**src/hdl/slm_pkg.sv**
```systemverilog
// Package: types, codes and constants of the sorted list merge block.
`timescale 1ns / 1ps

package slm_pkg;

  localparam int DATA_W             = 32;
  localparam int MODE_W             = 2;
  localparam int DEFAULT_LIST_DEPTH = 16;

  typedef logic signed [DATA_W-1:0] word_t;
  typedef logic [MODE_W-1:0]        mode_t;

  // Command codes carried in the mode field
  localparam mode_t MODE_LOAD_FIRST  = 2'd0;
  localparam mode_t MODE_LOAD_SECOND = 2'd1;
  localparam mode_t MODE_MERGE       = 2'd2;

  typedef enum logic {
    ST_IDLE,
    ST_MERGE
  } state_t;

  // Controller to datapath
  typedef struct packed {
    logic load_first;
    logic load_second;
    logic step;
  } slm_cmd_t;

  // Datapath to controller
  typedef struct packed {
    logic lists_empty;
    logic step_last;
  } slm_status_t;

endpackage

```
**src/hdl/slm_if.sv**
```systemverilog
// Interfaces: input command channel and merged result channel.
`timescale 1ns / 1ps

interface slm_in_if;
  import slm_pkg::*;
  logic  valid;
  logic  ready;
  mode_t mode;
  word_t value;

  modport source (output valid, output mode, output value, input ready);
  modport sink   (input valid, input mode, input value, output ready);
endinterface

interface slm_out_if;
  import slm_pkg::*;
  logic  valid;
  logic  ready;
  word_t merged_value;
  logic  from_second;
  logic  last_flag;

  modport source (output valid, output merged_value, output from_second,
                  output last_flag, input ready);
  modport sink   (input valid, input merged_value, input from_second,
                  input last_flag, output ready);
endinterface

```
**src/hdl/slm_datapath.sv**
```systemverilog
// Datapath: two list memories, counts, read pointers, head compare, result register.
`timescale 1ns / 1ps

module slm_datapath
  import slm_pkg::*;
#(
  parameter int LIST_DEPTH = DEFAULT_LIST_DEPTH
) (
  input  logic        clk,
  input  logic        rst_n,
  input  slm_cmd_t    cmd,
  input  word_t       in_value,
  output slm_status_t status,
  output word_t       merged_value,
  output logic        from_second,
  output logic        last_flag
);

  localparam int CW = $clog2(LIST_DEPTH + 1);
  localparam int IW = (LIST_DEPTH > 1) ? $clog2(LIST_DEPTH) : 1;
  localparam logic [CW-1:0] DEPTH_C = CW'(LIST_DEPTH);
  localparam logic [CW-1:0] ONE_C   = CW'(1);

  word_t first_mem  [LIST_DEPTH];
  word_t second_mem [LIST_DEPTH];

  logic [CW-1:0] first_cnt_r, first_cnt_nxt;
  logic [CW-1:0] second_cnt_r, second_cnt_nxt;
  logic [CW-1:0] first_idx_r, first_idx_nxt;
  logic [CW-1:0] second_idx_r, second_idx_nxt;
  word_t         first_head_r, second_head_r;
  word_t         merged_value_r;
  logic          from_second_r, last_flag_r;

  logic have_first, have_second, take_first, step_last;
  logic first_wr, second_wr;

  // Head compare and pointer/count update
  always_comb begin
    have_first  = (first_idx_r != first_cnt_r);
    have_second = (second_idx_r != second_cnt_r);
    // ties go to the first list
    take_first  = have_first && (!have_second || (first_head_r <= second_head_r));
    if (take_first) begin
      step_last = ((first_idx_r + ONE_C) == first_cnt_r) && !have_second;
    end else begin
      step_last = !have_first && ((second_idx_r + ONE_C) == second_cnt_r);
    end

    first_wr  = cmd.load_first && (first_cnt_r != DEPTH_C);
    second_wr = cmd.load_second && (second_cnt_r != DEPTH_C);

    first_cnt_nxt  = first_cnt_r;
    second_cnt_nxt = second_cnt_r;
    first_idx_nxt  = first_idx_r;
    second_idx_nxt = second_idx_r;

    if (first_wr) begin
      first_cnt_nxt = first_cnt_r + ONE_C;
    end
    if (second_wr) begin
      second_cnt_nxt = second_cnt_r + ONE_C;
    end
    if (cmd.step) begin
      if (step_last) begin
        first_cnt_nxt  = '0;
        second_cnt_nxt = '0;
        first_idx_nxt  = '0;
        second_idx_nxt = '0;
      end else if (take_first) begin
        first_idx_nxt = first_idx_r + ONE_C;
      end else begin
        second_idx_nxt = second_idx_r + ONE_C;
      end
    end

    status.lists_empty = (first_cnt_r == '0) && (second_cnt_r == '0);
    status.step_last   = step_last;
  end

  // Control registers
  always_ff @(posedge clk) begin
    if (!rst_n) begin
      first_cnt_r  <= '0;
      second_cnt_r <= '0;
      first_idx_r  <= '0;
      second_idx_r <= '0;
    end else begin
      first_cnt_r  <= first_cnt_nxt;
      second_cnt_r <= second_cnt_nxt;
      first_idx_r  <= first_idx_nxt;
      second_idx_r <= second_idx_nxt;
    end
  end

  // List memories: one write port, one registered read port each.
  // The read address follows the next pointer so the head is ready every cycle.
  always_ff @(posedge clk) begin
    if (first_wr) begin
      first_mem[first_cnt_r[IW-1:0]] <= in_value;
    end
    if (second_wr) begin
      second_mem[second_cnt_r[IW-1:0]] <= in_value;
    end
    first_head_r  <= first_mem[first_idx_nxt[IW-1:0]];
    second_head_r <= second_mem[second_idx_nxt[IW-1:0]];
  end

  // Result register, loaded on each merge step
  always_ff @(posedge clk) begin
    if (cmd.step) begin
      merged_value_r <= take_first ? first_head_r : second_head_r;
      from_second_r  <= !take_first;
      last_flag_r    <= step_last;
    end
  end

  assign merged_value = merged_value_r;
  assign from_second  = from_second_r;
  assign last_flag    = last_flag_r;

endmodule

```
**src/hdl/slm_ctrl.sv**
```systemverilog
// Controller: command decode, merge sequencing and result valid flag.
`timescale 1ns / 1ps

module slm_ctrl
  import slm_pkg::*;
(
  input  logic        clk,
  input  logic        rst_n,
  input  logic        in_valid,
  input  mode_t       in_mode,
  output logic        in_ready,
  output logic        out_valid,
  input  logic        out_ready,
  input  slm_status_t status,
  output slm_cmd_t    cmd
);

  state_t state_r, state_nxt;
  logic   out_valid_r, out_valid_nxt;

  // State and valid registers
  always_ff @(posedge clk) begin
    if (!rst_n) begin
      state_r     <= ST_IDLE;
      out_valid_r <= 1'b0;
    end else begin
      state_r     <= state_nxt;
      out_valid_r <= out_valid_nxt;
    end
  end

  // Next state and commands
  always_comb begin
    state_nxt     = state_r;
    cmd           = '0;
    in_ready      = 1'b0;
    out_valid_nxt = out_valid_r && !out_ready;
    unique case (state_r)
      ST_IDLE: begin
        in_ready = 1'b1;
        if (in_valid) begin
          unique case (in_mode)
            MODE_LOAD_FIRST:  cmd.load_first  = 1'b1;
            MODE_LOAD_SECOND: cmd.load_second = 1'b1;
            MODE_MERGE: begin
              // nothing to emit when both lists are empty
              if (!status.lists_empty) begin
                state_nxt = ST_MERGE;
              end
            end
            default: ;
          endcase
        end
      end
      ST_MERGE: begin
        // one element per cycle while the result register is free
        if (!out_valid_r || out_ready) begin
          cmd.step      = 1'b1;
          out_valid_nxt = 1'b1;
          if (status.step_last) begin
            state_nxt = ST_IDLE;
          end
        end
      end
      default: state_nxt = ST_IDLE;
    endcase
  end

  assign out_valid = out_valid_r;

endmodule

```
**src/hdl/sorted_list_merge_core.sv**
```systemverilog
// Loads are accepted back to back; a load into a full list is dropped. A merge
// command blocks the input side until the merge is done: after the command
// one merged element leaves per cycle while the result side does not stall,
// paced by the single head compare and the one read port of each list memory.
// Ties emit the first list's element first, the final element carries
// last_flag, and both lists are empty afterwards. A merge of two empty lists
// gives no result. The list memories are not cleared at reset; no entry beyond
// a list's count is ever emitted.
`timescale 1ns / 1ps

module sorted_list_merge_core
  import slm_pkg::*;
#(
  parameter int LIST_DEPTH = DEFAULT_LIST_DEPTH
) (
  input  logic       clk,
  input  logic       rst_n,
  slm_in_if.sink     in_ch,
  slm_out_if.source  out_ch
);

  slm_cmd_t    cmd;
  slm_status_t status;

  // Sequencer
  slm_ctrl u_ctrl (
    .clk       (clk),
    .rst_n     (rst_n),
    .in_valid  (in_ch.valid),
    .in_mode   (in_ch.mode),
    .in_ready  (in_ch.ready),
    .out_valid (out_ch.valid),
    .out_ready (out_ch.ready),
    .status    (status),
    .cmd       (cmd)
  );

  // Storage and compare
  slm_datapath #(
    .LIST_DEPTH (LIST_DEPTH)
  ) u_datapath (
    .clk          (clk),
    .rst_n        (rst_n),
    .cmd          (cmd),
    .in_value     (in_ch.value),
    .status       (status),
    .merged_value (out_ch.merged_value),
    .from_second  (out_ch.from_second),
    .last_flag    (out_ch.last_flag)
  );

endmodule

```
**src/flat_wrapper.sv**
```systemverilog
// flat-port wrapper written by rule: the top's interface ports become plain ports
module sorted_list_merge_core_flat import slm_pkg::*;
#(
  parameter int LIST_DEPTH = DEFAULT_LIST_DEPTH
)
  (clk, rst_n, in_ch_valid, in_ch_mode, in_ch_value, in_ch_ready, out_ch_valid, out_ch_merged_value, out_ch_from_second, out_ch_last_flag, out_ch_ready);
  slm_in_if in_ch_i ();
  slm_out_if out_ch_i ();
  input  logic clk;
  input  logic rst_n;
  input wire logic [$bits(in_ch_i.valid)-1:0] in_ch_valid;
  input wire logic [$bits(in_ch_i.mode)-1:0] in_ch_mode;
  input wire logic [$bits(in_ch_i.value)-1:0] in_ch_value;
  output wire logic [$bits(in_ch_i.ready)-1:0] in_ch_ready;
  output wire logic [$bits(out_ch_i.valid)-1:0] out_ch_valid;
  output wire logic [$bits(out_ch_i.merged_value)-1:0] out_ch_merged_value;
  output wire logic [$bits(out_ch_i.from_second)-1:0] out_ch_from_second;
  output wire logic [$bits(out_ch_i.last_flag)-1:0] out_ch_last_flag;
  input wire logic [$bits(out_ch_i.ready)-1:0] out_ch_ready;
  assign in_ch_i.valid = in_ch_valid;
  assign in_ch_i.mode = in_ch_mode;
  assign in_ch_i.value = in_ch_value;
  assign in_ch_ready = in_ch_i.ready;
  assign out_ch_valid = out_ch_i.valid;
  assign out_ch_merged_value = out_ch_i.merged_value;
  assign out_ch_from_second = out_ch_i.from_second;
  assign out_ch_last_flag = out_ch_i.last_flag;
  assign out_ch_i.ready = out_ch_ready;
  sorted_list_merge_core #(.LIST_DEPTH(LIST_DEPTH)) u_core (.clk(clk), .rst_n(rst_n), .in_ch(in_ch_i), .out_ch(out_ch_i));
endmodule
```
**config.mk**
```make
export PLATFORM = sky130hd
export DESIGN_NAME = sorted_list_merge_core_flat
export DESIGN_NICKNAME = d
export VERILOG_FILES = /design/src/hdl/slm_pkg.sv /design/src/hdl/slm_if.sv /design/src/hdl/slm_datapath.sv /design/src/hdl/slm_ctrl.sv /design/src/hdl/sorted_list_merge_core.sv /design/src/flat_wrapper.sv
export SDC_FILE = /design/constraint.sdc
export NUM_CORES = 1
export LEC_CHECK = 0
export ABC_AREA = 0
export BUFFER_PORTS_ARGS = -buffer_cell sky130_fd_sc_hd__clkbuf_2
export CAP_MARGIN = 20
export CORE_UTILIZATION = 60
export DETAILED_ROUTE_END_ITERATION = 6
export PLACE_DENSITY = 0.75
export SETUP_SLACK_MARGIN = 0.4
export SYNTH_ARGS = -nofsm -noshare
export SYNTH_HDL_FRONTEND = slang
export SYNTH_SLANG_ARGS = --single-unit
```
**constraint.sdc**
```tcl
create_clock -name clk -period 5.7 [get_ports clk]
set_input_delay 0.285 -clock clk [delete_from_list [all_inputs] [get_ports clk]]
set_output_delay 0.285 -clock clk [all_outputs]
set_load 0.03 [all_outputs]
```
==> metrics, run 1 <==
initial antenna violation count 3; Ys Warns 0; Starting Density 0.610; Area contributors post-synth edfxtp_1, mux4_2, dfxtp_1, nand2_1, a311o_1; Slew HR 0.230; Hold Path Class in -> reg; post-synthesis sequential area ratio 0.749; Final nets 2,805; FF+latch count, synth 1,144; synth unique cells 60; failing checks design-rule violations; dpl cells between 3,000 and 4,000; overall routed net length between 100,000 and 150,000 um; post-route ant nets 0; Arr. time, crit path about 5.5 ns; Final GP Congestion between 0.9 and 1; critical path type reg -> reg; IO Pins 74; most frequent cells in the layout edfxtp_1, nand2_1, mux4_2, clkbuf_16, nand3_1; Main synth FF type edfxtp_1; register share of total power 0.534; Die ar. between 70,000 and 80,000 um2; Root Driver clkbuf_16; Post-synth EDFFs ~1,100; final max-slew violation count 0; cell area after layout 50,400 um2; outcome complete, but fails checks; via count of the first global-routing pass 25,500; Req. time, crit path between 6 and 7 ns; startpoint types flop; Fin Hold WS 0.0813 ns; leading area contributor after synthesis edfxtp_1; final setup skew 0.0277 ns; Chip Width roughly 270 um; Syn Nets between 2,000 and 3,000; synthesized instance count 2,643; gr usage total 0.305; Clock Latency Late Sink 0.68 ns; largest net degree at the start of global routing 143; Cell Area, Synth between 40,000 and 50,000 um2; crit end category flop; setup TNS 0 ns; FMAX 206 MHz; # H-tree levels 3; post-place setup slack about 1.0 ns; worst slew pin tran 1.15 ns; NetSw around 3.4 mW; Reg clk slew, reported paths around 0.06 ns; Core ar. 73,300 um2; crit share post-route 0.851; Overall Power ~17 mW; P per Cell Area roughly 340 nW/um2; clock power share 0.441; port buffer count 73; clock buffer count from CTS 111; Fillers 4,500; routed len/inst between 30 and 40 um; register area roughly 33,000 um2; Pleak approximately 17 nW; row count 99; Sink Count 1,144; CTS tree yes; Final setup viols 0; RSZ-0062 raised after global routing no; footprint of the multi-input gates ~10,000 um2; Max VDD drop a little under 0.4 mV; CP Max Fanout 32; Util after Layout 0.688; Initial DRT Pass Iterations 7; Remaining DRCs 10; Net Sw Frac 0.197; Synth Area per Inst around 17 um2; commonest non-fill, non-tap cell in the layout edfxtp_1; first-pass GRT wire length between 150,000 and 200,000 um; vias per cell approximately 7; DIE HEIGHT 275 um; Pint about 14 mW; Post-DP Area 46,600 um2; fraction of registers with async set/reset 0; routed via count approximately 26,000; crit path time final 4.85 ns; # Max-Cap Violations 0; share of layout cells above drive strength 1 0.191; combinational group share of total power 0.026; DP HPWL 63,000 um; total grt overflow 0; reg2reg setup slack 0.85 ns; Initial DRC Count about 3,500; Yosys top cell area share 0.710; final number of hold-violating endpoints 0; clock buffer depth 3; Finished Layout Cells 3,784; setup ws final ~0.85 ns; Area Overhead vs Synth 12.8%
[power by group through the flow]
stage | logic [mW] | clock network, mW | registers, mW
floorplan | 0.215 | 0 | 9.42
global placement | 0.418 | 0 | 9.42
detailed placement | 0.437 | 0 | 9.43
CTS | 0.444 | 7.70 | 9.25
global route | 0.479 | 8.02 | 9.25
finish | 0.448 | 7.64 | 9.25
[state kept, by name, summed over array words and instances, names as in the netlist, 5 cells and up]
register,flops
u_core.u_datapath.first_mem,512
u_core.u_datapath.second_mem,512
u_core.u_datapath.first_head_r,32
u_core.u_datapath.merged_value,32
u_core.u_datapath.second_head_r,32
u_core.u_datapath.first_cnt_r,5
u_core.u_datapath.first_idx_r,5
u_core.u_datapath.second_cnt_r,5
u_core.u_datapath.second_idx_r,5
[cell type report]
class                      count  share of cell area
multi-input combinational   1267               0.208
clock buffer                 152              0.0611
inverter                      47             0.00360
timing repair buffer         154              0.0242
tap                          959              0.0238
sequential                  1144               0.664
antenna                        2           0.0000992
clock inverter                59              0.0153
[synth_stat cells (60+ instances only)]
cell type / number
a311o_1: 65
nand3_1: 107
nand2_1: 184
a22oi_1: 65
edfxtp_1: 1058
o311ai_1: 60
a211oi_1: 65
o21ai_0: 70
nor2_1: 73
dfxtp_1: 86
clkbuf_1: 120
mux4_2: 128
a21oi_1: 80
and3_1: 68
[per-layer routing]
layer	GRT usage	vias up	wire length, um
li1	-	10800	-
met1	0.421	13200	42900
met2	0.486	1701	54800
met3	0.0456	317	11200
met4	0.140	4	5310
met5	0	-	28
[critical path, stage by stage (launching register included)]
cell and delay [ns]:
dfxtp_1 0.42, inv_1 0.08, ha_1 0.36, a21oi_1 0.32
a211oi_1 0.19, buf_4 0.16, o31ai_1 0.32, a31o_2 0.35
and2_2 0.29, buf_4 0.50, o21ai_0 0.16, a32o_2 0.30
nand2b_2 0.53, buf_4 0.39, a311o_1 0.29, nand3_1 0.10
[worst paths after layout]
check	from	endpoint	depth (start not counted)
setup / recovery	u_core.u_datapath.second_head_r[3]$_DFF_P_	u_core.u_datapath.first_head_r[22]$_DFF_P_	15
hold / removal	rst_n	u_core.u_datapath.second_idx_r[3]$_SDFF_PN0_	2
setup reg to reg	u_core.u_datapath.second_head_r[3]$_DFF_P_	u_core.u_datapath.first_head_r[22]$_DFF_P_	15
hold reg to reg	u_core.u_ctrl.out_valid$_SDFF_PN0_	u_core.u_ctrl.out_valid$_SDFF_PN0_	2
[cell families (layout without fill, tap and decap cells)]
kind of cell,Yosys count,after routing,synth area share
compound gates,472,472,0.0778
xor+xnor,26,26,0.00509
fa+ha+maj,42,42,0.0118
buf+inv,232,412,0.0227
flops,1144,1144,0.749
mux,163,163,0.0732
other cells,0,2,0
simple gates,564,564,0.0604
[what timing repair did]
item / in CTS / in global routing
hold buffers: 3 / 0
hold endpoints to repair: 2 / 0
endpoints found under the setup margin: 0 / 0
resized for setup: 0 / 0
buffers inserted: 0 / 0
No activity file was read; power rests on OpenSTA's default activity.
==> run 2: changes to the inputs <==
--- a/config.mk
+++ b/config.mk
@@ -8,7 +8,9 @@
 export ABC_AREA = 0
 export BUFFER_PORTS_ARGS = -buffer_cell sky130_fd_sc_hd__clkbuf_2
 export CAP_MARGIN = 20
+export CORE_MARGIN = 2
 export CORE_UTILIZATION = 60
+export CTS_BUF_LIST = sky130_fd_sc_hd__clkbuf_8
 export DETAILED_ROUTE_END_ITERATION = 6
 export PLACE_DENSITY = 0.75
 export SETUP_SLACK_MARGIN = 0.4
==> run 2 against run 1 <==
Effect of this change: the run now ends clean; flip-flop and latch count is the same; critical path depth shrank 1; first-iteration DRC count grew 1.0%; final cell count grew 3.0%; core utilization shrank 1.6 points; design area shrank 1.4%; combinational power is essentially flat; global-route usage shrank 1.8 points; clock-buffer cell count grew 32; total power shrank 8.1%; sequential share of layout area grew 0.94 points; clock skew grew 0.015 ns; critical endpoint is now u_core.u_datapath.second_head_r[17]$_DFF_P_; highest routed layer unchanged.
==> metrics, run 2 (synthesis results as in run 1) <==
startpoint types flop; total grt overflow 0; largest net degree at the start of global routing 225; outcome finished, final reports clean; IO Pins 74; Chip Width 277 um; port buffer count 73; Hold Path Origin in_ch_mode[0]; Post-DP Area about 46,000 um2; clock buffer depth 3; clock power share 0.391; critical path's slowest cell dfxtp_1; crit share post-route 0.871; Clock Latency Late Sink approximately 0.84 ns; crit end category flop; clock buffer count from CTS between 150 and 200; crit path time final 4.96 ns; register area approximately 33,000 um2; footprint of the multi-input gates ~11,000 um2; hold depth 5; critical path type reg -> reg; # H-tree levels 4; Remaining DRCs 0; crit-path leading delay family simple AND/OR/NAND/NOR gates; via count of the first global-routing pass ~25,000; Max VDD drop about 0.25 mV; Initial DRT Pass Iterations 6; RSZ-0062 raised after global routing no; FMAX ~200 MHz; Final GP Congestion approximately 0.86; Final nets 2,866; Reg clk slew, reported paths ~0.070 ns; cell count of the worst reg-to-reg path 14; Arr. time, crit path roughly 5.7 ns; Initial DRC Count ~3,500; post-place setup slack 0.610 ns; NetSw 3.41 mW; vias per cell around 6.6; setup TNS 0 ns; Req. time, crit path ~6.4 ns; # Max-Cap Violations 0; P per Cell Area between 300 and 400 nW/um2; Net Sw Frac 0.214; routed len/inst approximately 28 um; Fillers approximately 4,700; register share of total power 0.581; Die ar. roughly 77,000 um2; max incr delay on CP approximately 0.43 ns; commonest non-fill, non-tap cell in the layout edfxtp_1; DIE HEIGHT between 200 and 300 um; reg2reg setup slack 0.74 ns; Final setup viols 0; row count 100; initial antenna violation count 5; Reg-to-Reg End u_core.u_datapath.second_head_r[17]$_DFF_P_; final setup skew ~0.043 ns; CP Max Fanout 100; setup ws final 0.736 ns; first-pass GRT wire length 162,000 um; CTS tree yes; combinational group share of total power 0.028; Sink Count roughly 1,100; final max-slew violation count 0; CP Cell Sequence inv_1 > ha_1 > nand4_1 > or2_1 > nor3_2 > o31ai_1 > a31o_2 > and2_2 > buf_4 > o31ai_4 > buf_12 > mux4_2 > a22oi_1 > nand2_1; crit path buf inv count 3; Core ar. about 74,000 um2; Hold Path Class in -> reg; Root Driver clkbuf_8; Pleak 16.6 nW; Hold Path End u_core.u_datapath.second_cnt_r[0]$_SDFF_PN0_; final number of hold-violating endpoints 0; share of layout cells above drive strength 1 0.197; routed via count around 26,000; RR Startpoint u_core.u_datapath.second_head_r[31]$_DFF_P_; Slew HR 0.255; post-route ant nets 0; overall routed net length between 100,000 and 150,000 um; Area Overhead vs Synth 11.2%; DP HPWL around 60,000 um; worst slew pin tran 1.12 ns; Starting Density 0.604; most frequent cells in the layout edfxtp_1, clkbuf_8, nand2_1, inv_1, mux4_2; gr usage total 0.287; Pint 12.5 mW; cell area after layout 49,700 um2; Overall Power about 16 mW
## run 2: cell count changes in the layout (fill, tap and decap cells not counted), sizes merged
cell         delta
clkinv         -10
bufinv         -13
clkinvlp        +7
inv            +90
buf             -5
nor2            +1
diode           +1
clkbuf         +32
dlygate4sd3     +2
## run 2: final cells by class
type | instances | share of cell area
sequential | 1144 | 0.673
multi-input combinational | 1268 | 0.211
clock buffer | 184 | 0.0509
tap | 969 | 0.0244
timing repair buffer | 151 | 0.0225
clock inverter | 133 | 0.0138
inverter | 47 | 0.00365
antenna | 3 | 0.000151
## run 2: power groups by stage
stage	clock network, mW	registers [mW]	logic [mW]
6_report	6.24	9.26	0.447
5_1_grt	6.67	9.25	0.481
4_1_cts	6.31	9.25	0.443
3_5_place_dp	0	9.43	0.439
3_3_place_gp	0	9.43	0.422
2_1_floorplan	0	9.42	0.215
## run 2: tightest hold or removal path: stages
cell,delay (ns)
clkbuf_2,0.16
nand3_1,0.14
a21oi_1,0.11
xnor2_1,0.15
nor2_1,0.04
## run 2: what timing repair did
item / in CTS / in global routing
endpoints found under the hold margin: 14 / 0
hold buffers: 5 / 0
setup buffers: 0 / 0
resized for setup: 0 / 3
setup endpoints to repair: 0 / 3
## run 2: worst max-delay path by stage
stage                                           startpoint                                          end  slack (ns)  cells after the start
2_1_floorplan  u_core.u_datapath.first_cnt_r[0]$_SDFF_PN0_  u_core.u_datapath.first_mem[3][0]$_DFFE_PP_        1.57                      5
3_3_place_gp   u_core.u_datapath.second_head_r[31]$_DFF_P_   u_core.u_datapath.first_head_r[14]$_DFF_P_        0.65                     13
3_5_place_dp   u_core.u_datapath.second_head_r[31]$_DFF_P_   u_core.u_datapath.first_head_r[15]$_DFF_P_        0.61                     13
4_1_cts        u_core.u_datapath.second_head_r[31]$_DFF_P_   u_core.u_datapath.first_head_r[14]$_DFF_P_        0.57                     13
5_1_grt        u_core.u_datapath.second_head_r[31]$_DFF_P_  u_core.u_datapath.second_head_r[18]$_DFF_P_        0.64                     14
6_report       u_core.u_datapath.second_head_r[31]$_DFF_P_  u_core.u_datapath.second_head_r[17]$_DFF_P_        0.74                     14
## run 2: per-layer routing
metal	wire, um	up-vias	share of wire	global-route usage
met4	3180	6	0.029	0.0984
met3	10900	211	0.099	0.0533
li1	-	10900	-	-
met1	42500	13200	0.39	0.410
met2	52900	1558	0.48	0.453
met5	41	-	0.00037	0
## run 2: through the flow
stage / util / hold WS (ns) / instances
5_1_grt: 0.672 / 0.105 / 3898
3_3_place_gp: 0.627 / 0.521 / 3572
4_1_cts: 0.671 / 0.0289 / 3895
3_5_place_dp: 0.627 / 0.554 / 3573
6_report: 0.672 / 0.108 / 3899
2_1_floorplan: - / 0.384 / 2643
